`src/hdl/wff_pkg.sv`:
```
// Package: shared types, constants and conversion functions for the frame converter.
package wff_pkg;

    localparam int unsigned CfgIdxW = 2;
    localparam int unsigned CfgDataW = 7;

    localparam logic [CfgIdxW-1:0] REG_FLOAT_FORMAT  = 2'd0;
    localparam logic [CfgIdxW-1:0] REG_SAMPLE_BITS   = 2'd1;
    localparam logic [CfgIdxW-1:0] REG_STEREO_SOURCE = 2'd2;

    localparam logic [6:0] BITS_8  = 7'd8;
    localparam logic [6:0] BITS_16 = 7'd16;
    localparam logic [6:0] BITS_24 = 7'd24;
    localparam logic [6:0] BITS_32 = 7'd32;
    localparam logic [6:0] BITS_64 = 7'd64;

    localparam logic [31:0] POS_INF = 32'h7F80_0000;
    localparam logic [31:0] QNAN    = 32'h7FC0_0000;

    typedef struct packed {
        logic [63:0] left_raw;
        logic [63:0] right_raw;
        logic        first_frame;
    } in_word_t;

    typedef struct packed {
        logic [31:0] left_value;
        logic [31:0] right_value;
        logic [31:0] peak_value;
    } out_word_t;

    typedef struct packed {
        logic       float_format;
        logic [6:0] sample_bits;
        logic       stereo_source;
    } cfg_t;

    // leading one position of a 32-bit value
    function automatic logic [4:0] lead32(input logic [31:0] m);
        logic [4:0] p;
        p = 5'd0;
        for (int i = 0; i < 32; i++)
        begin
            if (m[i])
            begin
                p = 5'(i);
            end
        end
        return p;
    endfunction

    // signed integer of 32 bits (sign extended), scaled by 2^-sc
    function automatic logic [31:0] pcm_to_single(input logic [31:0] v, input logic [4:0] sc);
        logic        s;
        logic [31:0] m;
        logic [4:0]  p;
        logic [31:0] al;
        logic [23:0] q;
        logic        g;
        logic        st;
        logic [8:0]  e;
        logic [24:0] qr;
        s = v[31];
        m = s ? (32'd0 - v) : v;
        if (m == 32'd0)
        begin
            return {s, 31'd0};
        end
        p = lead32(m);
        al = m << (5'd31 - p);
        q = al[31:8];
        g = al[7];
        st = |al[6:0];
        qr = {1'b0, q} + 25'(g && (st || q[0]));
        e = 9'd127 + 9'(p) - 9'(sc);
        if (qr[24])
        begin
            e = e + 9'd1;
        end
        return {s, e[7:0], qr[24] ? qr[23:1] : qr[22:0]};
    endfunction

    function automatic logic [31:0] dbl_to_single(input logic [63:0] d);
        logic         s;
        logic [10:0]  ex;
        logic [51:0]  fr;
        logic [12:0]  e;
        logic [52:0]  m;
        logic [23:0]  q;
        logic         g;
        logic         st;
        logic [24:0]  qr;
        logic [12:0]  sh;
        logic [105:0] w;
        s = d[63];
        ex = d[62:52];
        fr = d[51:0];
        if (ex == 11'h7FF)
        begin
            if (fr == 52'd0)
            begin
                return {s, POS_INF[30:0]};
            end
            return {s, QNAN[30:0] | {8'd0, fr[51:29]}};
        end
        if (ex == 11'd0)
        begin
            return {s, 31'd0};
        end
        e = 13'(ex) - 13'd896;
        m = {1'b1, fr};
        if (!e[12] && e != 13'd0)
        begin
            q = m[52:29];
            g = m[28];
            st = |m[27:0];
            qr = {1'b0, q} + 25'(g && (st || q[0]));
            if (qr[24])
            begin
                e = e + 13'd1;
            end
            if (e >= 13'd255)
            begin
                return {s, POS_INF[30:0]};
            end
            return {s, e[7:0], qr[24] ? qr[23:1] : qr[22:0]};
        end
        // subnormal result: mantissa lands 1 - e bits lower
        sh = 13'd0 - e;
        if (sh > 13'd23)
        begin
            return {s, 31'd0};
        end
        w = {m, 53'd0} >> sh[4:0];
        q = {1'b0, w[105:83]};
        g = w[82];
        st = |w[81:0];
        qr = {1'b0, q} + 25'(g && (st || q[0]));
        return {s, 31'(qr)};
    endfunction

endpackage

```
`src/hdl/wff_if.sv`:
```
// Interface: valid/ready stream channel carrying one word.
interface wff_if #(parameter type word_t = logic);
    logic  valid;
    logic  ready;
    word_t data;
    modport source (output valid, output data, input ready);
    modport sink (input valid, input data, output ready);
endinterface

```
`src/hdl/wff_decode.sv`:
```
// Decoder: raw channel sample bytes to single-precision bits.
module wff_decode (
    input  wff_pkg::cfg_t cfg,
    input  logic [63:0]   raw,
    output logic [31:0]   value
);
    always_comb
    begin
        value = 32'd0;
        if (cfg.float_format)
        begin
            value = (cfg.sample_bits == wff_pkg::BITS_32) ? raw[31:0]
                                                          : wff_pkg::dbl_to_single(raw);
        end
        else
        begin
            unique case (cfg.sample_bits)
                wff_pkg::BITS_8:
                    value = wff_pkg::pcm_to_single({{24{~raw[7]}}, ~raw[7], raw[6:0]}, 5'd7);
                wff_pkg::BITS_16:
                    value = wff_pkg::pcm_to_single({{16{raw[15]}}, raw[15:0]}, 5'd15);
                wff_pkg::BITS_24:
                    value = wff_pkg::pcm_to_single({{8{raw[23]}}, raw[23:0]}, 5'd23);
                wff_pkg::BITS_32:
                    value = wff_pkg::pcm_to_single(raw[31:0], 5'd31);
                default:
                    value = 32'd0;
            endcase
        end
    end
endmodule

```
`src/hdl/wav_frame_to_float_core.sv`:
```
// Top level: WAV frame to single-precision converter with running peak.
// Stages: each frame passes through the input register, then the result register.
// Throughput: one frame per cycle; a full result register with a stalled sink
// holds the input register, and a new frame is taken whenever it can move.
// Reset: config returns to integer PCM, 16 bits, stereo; peak cleared to +0.0;
// both stages empty.
module wav_frame_to_float_core (
    input  logic        clk,
    input  logic        rst_n,
    wff_if.sink         in_ch,
    wff_if.source       out_ch,
    input  logic        cfg_we,
    input  logic [wff_pkg::CfgIdxW-1:0]  cfg_index,
    input  logic [wff_pkg::CfgDataW-1:0] cfg_data
);
    wff_pkg::cfg_t      cfg_reg;
    wff_pkg::in_word_t  in_reg;
    logic               in_vld_reg;
    wff_pkg::out_word_t out_reg;
    logic               out_vld_reg;
    logic [31:0]        peak_reg;
    logic [31:0]        peak_next;
    logic [31:0]        left_v;
    logic [31:0]        right_d;
    logic [31:0]        right_v;
    logic               adv;

    always_ff @(posedge clk or negedge rst_n)
    begin
        if (!rst_n)
        begin
            cfg_reg <= '{float_format: 1'b0, sample_bits: wff_pkg::BITS_16, stereo_source: 1'b1};
        end
        else if (cfg_we)
        begin
            unique case (cfg_index)
                wff_pkg::REG_FLOAT_FORMAT:  cfg_reg.float_format <= cfg_data[0];
                wff_pkg::REG_SAMPLE_BITS:   cfg_reg.sample_bits <= cfg_data[6:0];
                wff_pkg::REG_STEREO_SOURCE: cfg_reg.stereo_source <= cfg_data[0];
                default: ;
            endcase
        end
    end

    wff_decode u_dec_l (.cfg(cfg_reg), .raw(in_reg.left_raw), .value(left_v));
    wff_decode u_dec_r (.cfg(cfg_reg), .raw(in_reg.right_raw), .value(right_d));

    assign right_v = cfg_reg.stereo_source ? right_d : left_v;
    assign adv = in_vld_reg && (!out_vld_reg || out_ch.ready);
    assign in_ch.ready = !in_vld_reg || adv;

    always_comb
    begin
        logic [31:0] ml;
        logic [31:0] mr;
        ml = {1'b0, left_v[30:0]};
        mr = {1'b0, right_v[30:0]};
        peak_next = in_reg.first_frame ? 32'd0 : peak_reg;
        if (ml <= wff_pkg::POS_INF && ml > peak_next)
        begin
            peak_next = ml;
        end
        if (mr <= wff_pkg::POS_INF && mr > peak_next)
        begin
            peak_next = mr;
        end
    end

    always_ff @(posedge clk or negedge rst_n)
    begin
        if (!rst_n)
        begin
            in_vld_reg <= 1'b0;
            out_vld_reg <= 1'b0;
            peak_reg <= 32'd0;
        end
        else
        begin
            if (in_ch.ready)
            begin
                in_vld_reg <= in_ch.valid;
            end
            if (adv)
            begin
                out_vld_reg <= 1'b1;
                peak_reg <= peak_next;
            end
            else if (out_ch.ready)
            begin
                out_vld_reg <= 1'b0;
            end
        end
    end

    always_ff @(posedge clk)
    begin
        if (in_ch.ready && in_ch.valid)
        begin
            in_reg <= in_ch.data;
        end
        if (adv)
        begin
            out_reg <= '{left_value: left_v, right_value: right_v, peak_value: peak_next};
        end
    end

    assign out_ch.valid = out_vld_reg;
    assign out_ch.data = out_reg;
endmodule
```
`src/flat_wrapper.sv`:
```
// flat-port wrapper written by rule: the top's interface ports become plain ports
module wav_frame_to_float_core_flat 
  (clk, rst_n, cfg_we, cfg_index, cfg_data, in_ch_valid, in_ch_data, in_ch_ready, out_ch_valid, out_ch_data, out_ch_ready);
  wff_if in_ch_i ();
  wff_if out_ch_i ();
  input  logic clk;
  input  logic rst_n;
  input  logic cfg_we;
  input  logic [wff_pkg::CfgIdxW-1:0] cfg_index;
  input  logic [wff_pkg::CfgDataW-1:0] cfg_data;
  input wire logic [$bits(in_ch_i.valid)-1:0] in_ch_valid;
  input wire logic [$bits(in_ch_i.data)-1:0] in_ch_data;
  output wire logic [$bits(in_ch_i.ready)-1:0] in_ch_ready;
  output wire logic [$bits(out_ch_i.valid)-1:0] out_ch_valid;
  output wire logic [$bits(out_ch_i.data)-1:0] out_ch_data;
  input wire logic [$bits(out_ch_i.ready)-1:0] out_ch_ready;
  assign in_ch_i.valid = in_ch_valid;
  assign in_ch_i.data = in_ch_data;
  assign in_ch_ready = in_ch_i.ready;
  assign out_ch_valid = out_ch_i.valid;
  assign out_ch_data = out_ch_i.data;
  assign out_ch_i.ready = out_ch_ready;
  wav_frame_to_float_core u_core (.clk(clk), .rst_n(rst_n), .in_ch(in_ch_i), .out_ch(out_ch_i), .cfg_we(cfg_we), .cfg_index(cfg_index), .cfg_data(cfg_data));
endmodule
```
`config.mk`:
```
export PLATFORM = sky130hd
export DESIGN_NAME = wav_frame_to_float_core_flat
export DESIGN_NICKNAME = d
export VERILOG_FILES = /design/src/hdl/wff_pkg.sv /design/src/hdl/wff_if.sv /design/src/hdl/wff_decode.sv /design/src/hdl/wav_frame_to_float_core.sv /design/src/flat_wrapper.sv
export SDC_FILE = /design/constraint.sdc
export NUM_CORES = 1
export LEC_CHECK = 0
export BUFFER_PORTS_ARGS = -buffer_cell sky130_fd_sc_hd__buf_4
export CORE_ASPECT_RATIO = 1.1
export CORE_MARGIN = 2
export CORE_UTILIZATION = 45
export CTS_CLUSTER_SIZE = 25
export DETAILED_ROUTE_END_ITERATION = 12
export PLACE_DENSITY_LB_ADDON = 0.3
export SETUP_SLACK_MARGIN = 0.5
export SLEW_MARGIN = 20
export SYNTH_ARGS = -nofsm -noshare
export SYNTH_HDL_FRONTEND = slang
export SYNTH_SLANG_ARGS = --single-unit
```
`constraint.sdc`:
```
create_clock -name clk -period 5.3 [get_ports clk]
set_input_delay 0.795 -clock clk [delete_from_list [all_inputs] [get_ports clk]]
set_output_delay 0.795 -clock clk [all_outputs]
set_load 0.1 [all_outputs]
```
Word-level counts from Yosys, hierarchy flattened
Index checks and enable logic that the tools add are counted.
{ "totals": {"register_bits": 44, "in_bits": 15, "out_inout_bits": 3, "wordCells": 128} }
{ "op_classes": {"add_sub_neg": 22, "n_lt_le_gt_ge": 4, "n_eq_ne": 5, "shift": 5, "muxes": 58, "reduce_logical": 27} }
{ "ops": {"columns": ["op", "n"], "rows": [
  ["$mux W31", 7],
  ["$pmux W31 S4", 1],
  ["$shr A106 B5 Y106 const A", 1],
  ["$add A24 B1 Y25", 4],
  ["$mux W32", 3],
  ["$shl A1 B5 Y32 const A", 3],
  ["$mux W23", 4],
  ["$reduce_or A82 Y1", 1],
  ["$mux W25", 3],
  ["$gt A31 B32 Y1", 2],
  ["$mux W5", 12],
  ["$mux W13", 3],
  ["$add A7 B5 Y8 const A", 4],
  ["$add A8 B1 Y8 const B", 4],
  ["$mux W8", 4],
  ["$shl A8 B5 Y32 const A", 1],
  ["$le A31 B31 Y1 const B", 1],
  ["$reduce_or A7 Y1", 4],
  ["$add A23 B1 Y24", 1],
  ["$mux W1", 21],
  ["$sub A5 B5 Y5 const A", 4],
  ["$sub A8 B5 Y8 const B", 2],
  ["$eq A7 B5 Y1 const B", 2],
  ["$gt A13 B5 Y1 const B", 1],
  ["other kinds (12)", 28]
]} }

Longest topological paths before layout
{ "logic_depth": {"word_depth": 25, "ltp_mapped": 19, "depth_no_buf": 18} }

Modules after synthesis
Synthesis repeated with hierarchy kept, for this count alone.
{ "unflattened": {"hier_cells": 5299, "hier_area_um2": 35118.7} }
{ "modules_own_cells": {"columns": ["mod", "n_inst", "cells_each", "area_per_inst_um2", "seq_area_each_um2"], "rows": [
  ["wff_decode (u_core.u_dec_l)", 1, 2482, 15351.0, 0.0],
  ["wff_decode (u_core.u_dec_r)", 1, 2279, 15060.7, 0.0],
  ["wav_frame_to_float_core", 1, 538, 4707.0, 1138.6]
]} }

Least setup slack after synthesis
OpenSTA, ideal clock, no wires.
{ "synth_path": {"kind": "register to register", "start": "register u_core.cfg_reg[3] (netlist bit)", "end": "register u_core.peak_reg[25]", "setup_ns": 0.083, "arrival_time_ns": 4.386, "t_required_ns": 5.217, "setup_slack_ns": 0.831, "stages_incl_launch_ff": 18, "n_path_buf": 0, "period_less_slack_ns": 4.469, "cell_sequence": "dfrtp_1 > nor4b_2 > nand2_1 > inv_2 > ha_1 > nand2_1 > or4_4 > o211a_1 > a32oi_4 > and2_1 > a21oi_1 > ha_1 > and3_1 > nand4b_1 > a31o_2 > a221oi_4 > mux2_2 > o21ai_0"} }
{ "synth_via": {"elab_chain_len": 9, "word_cells_on_any_way": 14, "cone_classes": "3 x order compare; 4 x eq/ne; 5 x mux; 2 x reduce/logical"} }
{ "synth_lines": {"columns": ["item", "line", "rtl"], "rows": [
  ["start, declared", "wav_frame_to_float_core.sv:16", "wff_pkg::cfg_t cfg_reg;"],
  ["start signal, assigned", "wav_frame_to_float_core.sv:32", "cfg_reg <= '{float_format: 1'b0, sample_bits: wff_pkg::BITS_16, stereo_source: 1'b1};"],
  ["$eq A7 B6 Y1 (tied with other cells)", "wff_decode.sv:12, wff_decode.sv:17", null],
  ["$pmux W31 S4 / $mux W31 (equally long branches)", "wff_decode.sv:17, wff_decode.sv:12", null],
  ["$mux W31 (*)", "wff_decode.sv:10", "if (cfg.float_format)"],
  ["$gt A31 B32 Y1 / $le A31 B31 Y1 (equally long branches)", "wav_frame_to_float_core.sv:59", "if (ml <= wff_pkg::POS_INF && ml > peak_next)"],
  ["$logic_and A1 B1 Y1", "wav_frame_to_float_core.sv:59", null],
  ["$mux W32", "wav_frame_to_float_core.sv:59", null],
  ["$gt A31 B32 Y1", "wav_frame_to_float_core.sv:63", "if (mr <= wff_pkg::POS_INF && mr > peak_next)"],
  ["$logic_and A1 B1 Y1", "wav_frame_to_float_core.sv:63", null],
  ["$mux W32 (*)", "wav_frame_to_float_core.sv:63", null],
  ["end signal, assigned", "wav_frame_to_float_core.sv:86", "peak_reg <= peak_next;"],
  ["end, declared", "wav_frame_to_float_core.sv:21", "logic [31:0] peak_reg;"]
]} }
Every way passes the cells marked *; elsewhere a longest branch is shown, timed or not.
A chain may end at the register's enable or synchronous reset.

Worst setup path after layout
{ "layout_path": {"start": "register u_core.in_reg[0] (netlist bit)", "end": "register u_core.peak_reg[29]"} }
{ "layout_via": {"elab_chain_len": 7} }
{ "layout_lines": {"columns": ["item", "line", "rtl"], "rows": [
  ["start, declared", "wav_frame_to_float_core.sv:17", "wff_pkg::in_word_t in_reg;"],
  ["start signal, assigned", "wav_frame_to_float_core.sv:99", "in_reg <= in_ch.data;"],
  ["$mux W32 (*)", "wav_frame_to_float_core.sv:58", "peak_next = in_reg.first_frame ? 32'd0 : peak_reg;"],
  ["$gt A31 B32 Y1", "wav_frame_to_float_core.sv:59", null],
  ["$logic_and A1 B1 Y1", "wav_frame_to_float_core.sv:59", null],
  ["$mux W32 (*)", "wav_frame_to_float_core.sv:59", null],
  ["$gt A31 B32 Y1", "wav_frame_to_float_core.sv:63", null],
  ["$logic_and A1 B1 Y1", "wav_frame_to_float_core.sv:63", null],
  ["$mux W32 (*)", "wav_frame_to_float_core.sv:63", null]
]} }
Marked as above.

==> reports/qor.yml <==
dr.pass1.iters: 4
mostFrequentLayoutCell: "dfrtp_1"
synth.top_cell.area_share: 0.459
grt_pass1_wl_um: 7620
final_nets: 246
synthMuxAreaShare: 0.0599
slew_headroom: 0.659
setup_slack_ns: 0.755
grt.total_usage: 0.177
internal_power_mw: 0.479
rsz0062_at_grt: "no"
post-route-cell-area_um2: 2600
syn_area_um2: 2230
ys.flop_type: "dfrtp_1"
place_hpwl_um: 3090
final.setup.tns_ns: 0
max_cap_violations: 0
utilization: 0.551
fmax_ghz: 0.220
p_sw_frac: 0.252
synth_area_leaders: "dfrtp_1, and2_1, mux2_2"
yosysTopAreaCell: "dfrtp_1"
grt_max_degree: 43
p_per_area_nw_per_um2: 246
async_reset_ff_frac: 0.955
power.share.clock: 0.300
core_um2: 4720
total_power_mw: 0.640
skew_ns: 0.00439
dr_wl_met2_um: 2190
vias: 1607
reg2reg_slack_ns: 0.75
seqPwrFrac: 0.572
grt_overflow: 0
clk_path_buf_depth: 2
numClockSinks: 44
synth_edf_count: 2
clockRootBuffer: "clkbuf_8"
status: "completed"
p_leak_nw: 1.26
syn_inst: 194
critPathKind: "flop to flop"
grt_pass1_vias: 1630
syn_area_per_cell_um2: 11.5
drt_iter0_drc: 59
die_h_um: 77.9
dr_wl_met3_um: 170
worstPathArrival_ns: 4.76
routed.top_layer: "met4"
min_path_type: "primary input to asynchronous set/reset pin"
viasPerCell: 5.76
port_buffers: 17
place_inst: 265
cts_made_buffers: 5
pre_cts_ws_ns: 0.331
yosysWarningCount: 0
hold_viol_final: 0
ys_seq_elements: 44
synth-simple-area-share: 0.233
irDropWorstVdd_uv: 186
die_x_um: 71.2
avgRoutedWirePerCell_um: 16.0
final_cell_mix: "dfrtp_1, and2_1, buf_4, nand2_1, mux2_2"
required_ns: 5.51
num_io_pins: 18
clk_pin_slew_ns: 0.08
drc_errors: 0
dieArea_um2: 5550
endpoint_kind: "flop"
cts_tree: "yes"
period_minus_slack_ns: 4.55
synth_top_family_by_area: "simple AND/OR/NAND/NOR gates"
dpl-instance-area_um2: 2410
n_antenna_cell: 0
synth_compound_area_frac: 0.139
synthDistinctLibCells: 46
place.gp.congestion: 0.882
m1WireLength_um: 1940
crit_path_start_kind: "flop"
synthAdderAreaFrac: 0.0448
cp_max_fo: 10
slew_viol_final: 0
rows: 26
synth-xor-area-share: 0.00392
cts_htree_levels: 2
final_cells: 279
totalWireLength_um: 4480
timing.hold.ws_ns: 0.470
drive_above_1_share: 0.251
finalSetupViolations: 0
clock_latency_ns: 0.29
ys_seq_area_frac: 0.498
largest_reg_flops: 32
grt_antenna_before_repair: 0
initial_utilization: 0.474
p_comb_frac: 0.127
drt.antenna.violating_nets: 0
syn_nets: 217
final.period_utilization: 0.858
p_switching_mw: 0.161
worst_pin_slew_ns: 0.506
syn_to_final_growth_pct: 16.4
cells by family after synthesis:
| logic type | count (synthesis) |
|---|---|
| AND/OR/NAND/NOR | 86 |
| flip-flops | 44 |
| AO/OA/AOI/OAI | 35 |
| multiplexers | 12 |
| buffers and inverters | 8 |
| adder cells (fa/ha/maj) | 8 |
| XOR/XNOR | 1 |
layer usage:
| metal | vias to the layer above | global-route usage |
|---|---|---|
| met5 | - | 0 |
| met4 | 0 | 0.104 |
| met3 | 14 | 0.0364 |
| met2 | 43 | 0.267 |
| met1 | 789 | 0.236 |
| li1 | 761 | - |
power by group through the flow:
stage | Combinational (mW) | Clock, mW | Sequential (mW)
6_report | 0.0814 | 0.192 | 0.366
5_1_grt | 0.0886 | 0.212 | 0.369
4_1_cts | 0.0784 | 0.198 | 0.365
3_3_place_gp | 0.0724 | 0 | 0.369
3_5_place_dp | 0.0730 | 0 | 0.369
2_1_floorplan | 0.0450 | 0 | 0.373
final cells by class:
class                   instances  area, um^2
clock buffers                   6        72.6
clock inverters                 1        5.00
fillers                       396        2120
inverters                       5        23.8
multi-input cells             143        1120
flip-flops and latches         44        1110
well taps                      56        70.1
repair buffers                 24         193
final timing paths:
check,from,endpoint,cells past startpoint
worst max-delay path,u_core.in_reg[0],u_core.peak_reg[29],16
worst min-delay path,rst_n,u_core.peak_reg[10],1
worst max register to register,u_core.in_reg[0],u_core.peak_reg[29],16
worst min register to register,u_core.peak_reg[11],u_core.peak_reg[11],1
max in group asynchronous,rst_n,u_core.cfg_reg[5],1
min in group clk,u_core.peak_reg[11],u_core.peak_reg[11],1
critical path, stage by stage, from the launching register on:
cell,delay [ns]
edfxtp_1,0.59
nand2b_1,0.36
ha_1,0.39
nand2_1,0.06
or4_4,0.51
o211a_1,0.24
a32oi_4,0.19
and2_1,0.19
a21oi_1,0.07
ha_1,0.33
and3_1,0.18
nand4b_1,0.11
a31o_2,0.29
a221oi_4,0.26
buf_4,0.20
mux2_2,0.33
o21ai_0,0.15
cells in the mapped netlist (all sizes together), types with 2 or more instances:
cell,count
nor3,3
edfxtp,2
dfrtp,41
nand4b,2
and2,25
nand3,5
nor4b,2
nand2b,7
mux2,11
nand4,4
a31oi,4
a21oi,7
and3,3
o21ai,4
buf,3
nor4,6
ha,8
nor2b,2
nand3b,2
a21o,6
o21bai,2
nand2,12
o211a,2
nor2,8
inv,5
what timing repair did:
| action | 4_1_cts | 5_1_grt |
|---|---|---|
| gates cloned | 1 | 0 |
| pin swaps | 4 | 2 |
| setup endpoints to repair | 30 | 31 |
| resized for setup | 2 | 4 |
| buffers inserted | 5 | 1 |
| endpoints found under the hold margin | 0 | 0 |
| hold buffers | 0 | 0 |
(Power assumes the default switching activity.)
